**config.mk**
```make
export PLATFORM = sky130hd
export DESIGN_NAME = wjsr_front
export DESIGN_NICKNAME = d
export VERILOG_FILES = /design/src/hw/rtl/wjsr_pkg.sv /design/src/hw/rtl/wjsr_front.sv
export SDC_FILE = /design/constraint.sdc
export NUM_CORES = 1
export LEC_CHECK = 0
export BUFFER_PORTS_ARGS = -buffer_cell sky130_fd_sc_hd__buf_2
export CELL_PAD_IN_SITES_DETAIL_PLACEMENT = 1
export CELL_PAD_IN_SITES_GLOBAL_PLACEMENT = 1
export CORE_ASPECT_RATIO = 0.75
export CORE_MARGIN = 2
export CORE_UTILIZATION = 40
export CTS_CLUSTER_DIAMETER = 150
export DETAILED_ROUTE_END_ITERATION = 8
export PLACE_DENSITY_LB_ADDON = 0.1
export SLEW_MARGIN = 20
export SYNTH_ARGS = -nofsm -noshare
export SYNTH_HDL_FRONTEND = slang
export SYNTH_SLANG_ARGS = --single-unit
```
**constraint.sdc**
```tcl
create_clock -name clk -period 4.4 [get_ports clk]
set_clock_uncertainty 0.2 [all_clocks]
set_input_delay 0.44 -clock clk [delete_from_list [all_inputs] [get_ports clk]]
set_output_delay 0.44 -clock clk [all_outputs]
set_load 0.03 [all_outputs]
```
**src/hw/rtl/wjsr_pkg.sv**
```systemverilog
// Shared types, constants and pointer helpers for the journal slot ring.
`default_nettype none

package wjsr_pkg;

    localparam int SLOT_COUNT = 2048;
    localparam int BLOCK_BITS = 48;
    localparam int SLOT_W     = $clog2(SLOT_COUNT);
    localparam int CNT_W      = $clog2(SLOT_COUNT + 1);
    localparam int ID_W       = 32;
    localparam int KIND_W     = 2;

    localparam logic [KIND_W-1:0] KIND_WRITE = 2'd1;

    typedef enum logic [2:0] {
        MODE_ALLOC   = 3'd0,
        MODE_APPEND  = 3'd1,
        MODE_DQUERY  = 3'd2,
        MODE_DEMOTE  = 3'd3,
        MODE_NEXT_WB = 3'd4,
        MODE_COMMIT  = 3'd5,
        MODE_PENDING = 3'd6,
        MODE_LOCATE  = 3'd7
    } mode_t;

    typedef enum logic [1:0] {
        STAT_OK      = 2'd0,
        STAT_NO_SLOT = 2'd1,
        STAT_NO_DATA = 2'd2,
        STAT_BUSY    = 2'd3
    } status_t;

    typedef enum logic [2:0] {
        SLOT_ALLOC = 3'd1,
        SLOT_VALID = 3'd2,
        SLOT_WB    = 3'd3,
        SLOT_DONE  = 3'd4
    } slot_state_t;

    typedef struct packed {
        logic              wrap;
        logic [SLOT_W-1:0] idx;
    } ptr_t;

    typedef struct packed {
        mode_t                 mode;
        logic [ID_W-1:0]       id;
        logic [BLOCK_BITS-1:0] blk;
        logic [KIND_W-1:0]     kind;
        logic                  grant;
    } op_t;

    typedef struct packed {
        status_t               status;
        logic [ID_W-1:0]       id;
        logic [BLOCK_BITS-1:0] blk;
        logic [KIND_W-1:0]     kind;
        logic                  demoted;
        logic [SLOT_W-1:0]     slot;
        logic                  flag;
    } res_t;

    typedef struct packed {
        slot_state_t           state;
        logic [ID_W-1:0]       id;
        logic [BLOCK_BITS-1:0] blk;
        logic [KIND_W-1:0]     kind;
        logic                  demoted;
    } slot_t;

    typedef struct packed {
        logic                  valid;
        logic [BLOCK_BITS-1:0] key;
        logic [ID_W-1:0]       id;
    } map_t;

    function automatic ptr_t ptr_adv(ptr_t p);
        ptr_t r;
        r = p;
        if (p.idx == SLOT_W'(SLOT_COUNT - 1))
        begin
            r.idx  = '0;
            r.wrap = ~p.wrap;
        end
        else
        begin
            r.idx = p.idx + SLOT_W'(1);
        end
        return r;
    endfunction

    // Number of slots from the tail pointer up to the head pointer.
    function automatic logic [CNT_W-1:0] ptr_dist(ptr_t head, ptr_t tail);
        logic [CNT_W-1:0] d;
        if (head.wrap == tail.wrap)
            d = CNT_W'(head.idx) - CNT_W'(tail.idx);
        else
            d = CNT_W'(SLOT_COUNT) - CNT_W'(tail.idx) + CNT_W'(head.idx);
        return d;
    endfunction

endpackage

`default_nettype wire

```
**src/hw/rtl/wjsr_front.sv**
```systemverilog
// Front end: accepts request items, decodes them and queues them for the engine.
`default_nettype none

module wjsr_front (
    input  wire logic                               clk,
    input  wire logic                               rst_n,
    input  wire logic                               in_valid,
    output logic                                    in_stall,
    input  wire logic [2:0]                         mode,
    input  wire logic [wjsr_pkg::ID_W-1:0]          event_id,
    input  wire logic [wjsr_pkg::BLOCK_BITS-1:0]    block_number,
    input  wire logic [wjsr_pkg::KIND_W-1:0]        access_kind,
    input  wire logic                               guard_granted,
    output logic                                    q_valid,
    output wjsr_pkg::op_t                           q_op,
    input  wire logic                               q_pop
);

    wjsr_pkg::op_t q_mem_reg [2];
    logic [1:0]    count_reg;
    logic          wr_reg;
    logic          rd_reg;
    wjsr_pkg::op_t op_in;
    logic          push;

    always_comb
    begin
        op_in.mode  = wjsr_pkg::mode_t'(mode);
        op_in.id    = event_id;
        op_in.blk   = block_number;
        op_in.kind  = access_kind;
        // The guard only matters to a writeback request; drop it elsewhere.
        op_in.grant = guard_granted && (wjsr_pkg::mode_t'(mode) == wjsr_pkg::MODE_NEXT_WB);
    end

    assign in_stall = (count_reg == 2'd2);
    assign push     = in_valid && !in_stall;
    assign q_valid  = (count_reg != 2'd0);
    assign q_op     = q_mem_reg[rd_reg];

    always_ff @(posedge clk or negedge rst_n)
    begin
        if (!rst_n)
        begin
            count_reg <= 2'd0;
            wr_reg    <= 1'b0;
            rd_reg    <= 1'b0;
        end
        else
        begin
            if (push)
            begin
                q_mem_reg[wr_reg] <= op_in;
                wr_reg            <= ~wr_reg;
            end
            if (q_pop)
                rd_reg <= ~rd_reg;
            if (push && !q_pop)
                count_reg <= count_reg + 2'd1;
            else if (!push && q_pop)
                count_reg <= count_reg - 2'd1;
        end
    end

endmodule

`default_nettype wire

```
Word-level counts from Yosys, hierarchy flattened
Memory sizes are Yosys's and may differ from the RTL's.
Index checks and enable logic that the tools add are counted.

storage, ports and cells
  register bits = 4
  bits in writable memories = 172
  input port bits = 90
  output and inout bits = 88
  memories kept = 1

operators by class
  add/sub/neg operators = 2
  equality and inequality tests = 2
  mux-type cells = 4
  bitwise gates (word level) = 2
  reductions and logical operators = 10

memory list
  name       depth  width  read ports  clocked after Yosys merged registers in  wr ports  line              RTL
  q_mem_reg  2      86     1           0                                        1         wjsr_front.sv:19  wjsr_pkg::op_t q_mem_reg [2];

operator list
  cell                   number
  $logic_and A1 B1 Y1    5
  $mux W2                2
  $reduce_bool A2 Y1     2
  $eq A3 B3 Y1 const B   1
  $logic_not A1 Y1       3
  $add A2 B1 Y2 const B  1
  $eq A2 B2 Y1 const B   1
  $mux W1                2
  $not A1 Y1             2
  $sub A2 B1 Y2 const B  1

Depth between registers and ports, before layout
  depth after elaboration = 7
  mapped depth = 6
  depth with buffers taken out = 6

Worst setup path after synthesis
No wires, ideal clock.

  kind = register to register
  start point = reg count_reg[0]
  end point = mem q_mem_reg[0][0] (netlist bit), enable pin
  data arrival time = 4.205 ns
  required time = 3.669 ns
  setup slack = -0.536 ns
  cell stages (with the launch flop) = 4
  path buffers = 0
  period minus slack after synthesis = 4.936 ns
  cells stage by stage = dfrtp_1 nand2b_1 nand3_1 nor2_1

between the ends
  word-level cells in the longest chain between the ends = 6

RTL lines
  element                                    line              RTL
  from (decl)                                wjsr_front.sv:20  logic [1:0] count_reg;
  from (signal assigned)                     wjsr_front.sv:59  count_reg <= count_reg + 2'd1;
  from (signal assigned)                     wjsr_front.sv:61  count_reg <= count_reg - 2'd1;
  $eq A2 B2 Y1                               wjsr_front.sv:36  assign in_stall = (count_reg == 2'd2);
  $logic_not A1 Y1                           wjsr_front.sv:37  assign push = in_valid && !in_stall;
  $logic_and A1 B1 Y1                        wjsr_front.sv:37
  $mux W1                                    wjsr_front.sv:51  if (push)
  $logic_and A1 B1 Y1 (not written as such)  wjsr_front.sv:53  q_mem_reg[wr_reg] <= op_in;
  $mux W1 (not written as such)              wjsr_front.sv:53
  to (decl)                                  wjsr_front.sv:19

No other way between the ends.

==> results_dict.tcl <==
set metrics [dict create \
    status "finished, final reports clean" \
    wl_met1_mm 5.72 \
    setup_viol 0 \
    synth_most_common_cell "edfxtp_1" \
    grt_max_degree 62 \
    timing.final.crit_share_pct 71.0 \
    dieArea_um2 17400 \
    synth_ff_type "edfxtp_1" \
    tritoncts "yes" \
    tightest_slew_ns 0.993 \
    syn_avg_cell_area_um2 22.5 \
    synth_top_area_share_pct 79.0 \
    synthCells 290 \
    drive_above_1_share_pct 52.8 \
    numCtsBuffers 17 \
    largest_register_ffs 172 \
    vias 3605 \
    drc_errors 0 \
    io_pins 178 \
    wl_mm 13.4 \
    fin_crit_ns 3.12 \
    min_path_cells 1 \
    synth_area_um2 6540 \
    ys_ff_latch 176 \
    placementRows 40 \
    dpl.hpwl_mm 8.27 \
    final_hold_viol_count 0 \
    grt.total_usage_pct 15.8 \
    die_height_um 115 \
    core_um2 16000 \
    yosysSeqAreaShare_pct 80.5 \
    post_cts_buffers 0 \
    firstDrtPassIters 4 \
    wl_met3_um 906 \
    synth_common_cells "172 x edfxtp_1, 56 x mux2_2, 30 x mux2_4, 5 x buf_2, 5 x buf_6" \
    grt_first_pass_wirelength_mm 20.2 \
    synth_cell_type_count 17 \
    cp_slowest_cell "dfrtp_4" \
    power_frac_seq_pct 41.3 \
    path_class "flip-flop to primary output" \
    multi_input_area_um2 1200 \
    topRoutingLayerUsed "met4" \
    fillers 1495 \
    synth_area_leaders "edfxtp_1 79%, mux2_2 9.6%, mux2_4 6.9%" \
    drv_slew 0 \
    synth_warnings 0 \
    swShare_pct 33.9 \
    comb_power_share_pct 31.7 \
    end_kind "primary output" \
    total_power_w 0.00551 \
    hold_class "primary input to flip-flop" \
    area_growth_pct 38.6 \
    clock_path_buffers 2 \
    syn_nets 381 \
    cp_cell_sequence "buf_4 > mux2_2 > buf_2" \
    gr-total-overflow 0 \
    relSlewSlack_pct 33.8 \
    p_sw_w 0.00187 \
    clkLatencyLatePin_ns 0.42 \
    async_flop_share_pct 2.27 \
    ir_worst_vdd_uv 391 \
    ff_latch_area_um2 5270 \
    wl_per_cell_um 17.0 \
    initial_utilization_pct 40.8 \
    p_clk_share_pct 27.0 \
    cp_max_fo 61 \
    gp_congestion 0.744 \
    leakagePower_nw 3.49 \
    met2_wirelength_mm 6.55 \
    r2r_cells 4 \
    critPathLaunchType "flip-flop" \
    antenna_found_initial 0 \
    maxCapViolations 0 \
    cts.sinks 176 \
    clock-root-buffer "clkbuf_16" \
    drtIter0Drc 158 \
    clk_pin_slew_ns 0.07 \
    nets 654 \
    timing.fmax_mhz 320 \
    p_per_area_nw_per_um2 608 \
    via_per_inst 4.59 \
    hold_ws_ns 0.0199 \
    htreeDepth 4 \
    yosysTopAreaCell "edfxtp_1" \
    utilization_pct 56.6 \
    die_width_um 152 \
    internal_power_w 0.00364 \
    finalSetupTns_ns 0 \
    port_buffers 177 \
    synth-edff-count 172 \
    antenna_cells 0 \
    first_global_vias 3919 \
    crit_arrival_ns 2.48 \
    antenna_left 0 \
    rsz0062_at_grt "false" \
    cp_slowest_stage_delay_ns 1.05 \
    crit_required_ns 3.76 \
]
## metal layers
| layer | track usage (%) | vias to the layer above |
|---|---|---|
| met3 | 5.90 | 19 |
| met1 | 19.1 | 1779 |
| li1 | - | 1694 |
| met4 | 6.30 | 0 |
| met2 | 26.0 | 113 |
| met5 | 0 | - |
## timing repair
item	CTS	global route
gates resized for setup	0	0
endpoints found under the hold margin	161	0
hold buffers	81	0
## critical path: cells and delay by family (launching register included)
kind | cells | cell delay, ns
DFF | 1 | 1.05
buffers and inverters | 2 | 0.56
muxes | 1 | 0.36
## logic make-up after synthesis
family | share of synthesized area (%)
XOR/XNOR | 0.670
adder cells (fa/ha/maj) | 0.191
buffers and inverters | 1.42
flip-flops | 80.5
multiplexers | 16.5
AND/OR/NAND/NOR | 0.670
## worst paths after layout
kind | startpoint | end | slack [ns]
worst max-delay path | rd_reg | q_op[75] | 1.28
min in group asynchronous | rst_n | count_reg[0] | 0.18
max in group asynchronous | rst_n | rd_reg | 3.66
worst min register to register | count_reg[1] | count_reg[1] | 0.30
worst max register to register | count_reg[0] | q_mem_reg[0][19] | 2.34
worst min-delay path | event_id[6] | q_mem_reg[1][57] | 0.02
## cells in the final DEF, fill, tap and decap left out, types with 2 or more instances in the layout
cell / count
mux2_4: 30
clkinv_2: 2
buf_2: 177
mux2_2: 56
xor2_1: 3
clkinv_4: 2
dlygate4sd3_1: 81
buf_4: 6
inv_6: 5
xnor2_1: 2
clkinvlp_4: 3
nor2_4: 2
inv_1: 3
dfrtp_1: 3
edfxtp_1: 172
clkbuf_16: 17
bufinv_16: 2
## cell type report
cell class / count / share of cell area (%)
sequential: 176 / 58.1
clock buffer: 17 / 4.69
inverter: 3 / 0.124
clock inverter: 15 / 1.74
multi-input combinational: 101 / 13.2
timing repair buffer: 264 / 19.2
tap: 210 / 2.90
## metrics by stage
stage               setup slack, ns  area [µm²]  std cells
floorplan                    -0.536        6540        290
global placement               1.71        7670        673
detailed placement             1.71        7670        673
CTS                            1.23        9060        786
global route                   1.15        9060        786
finish                         1.28        9060        786
## power groups by stage
stage,clock [W],sequential (W),combinational [W]
floorplan,0,0.00219,0.00140
global placement,0,0.00231,0.00169
detailed placement,0,0.00232,0.00170
CTS,0.00153,0.00229,0.00177
global route,0.00160,0.00231,0.00185
finish,0.00149,0.00228,0.00175
Power figures use the tool's default switching activity.
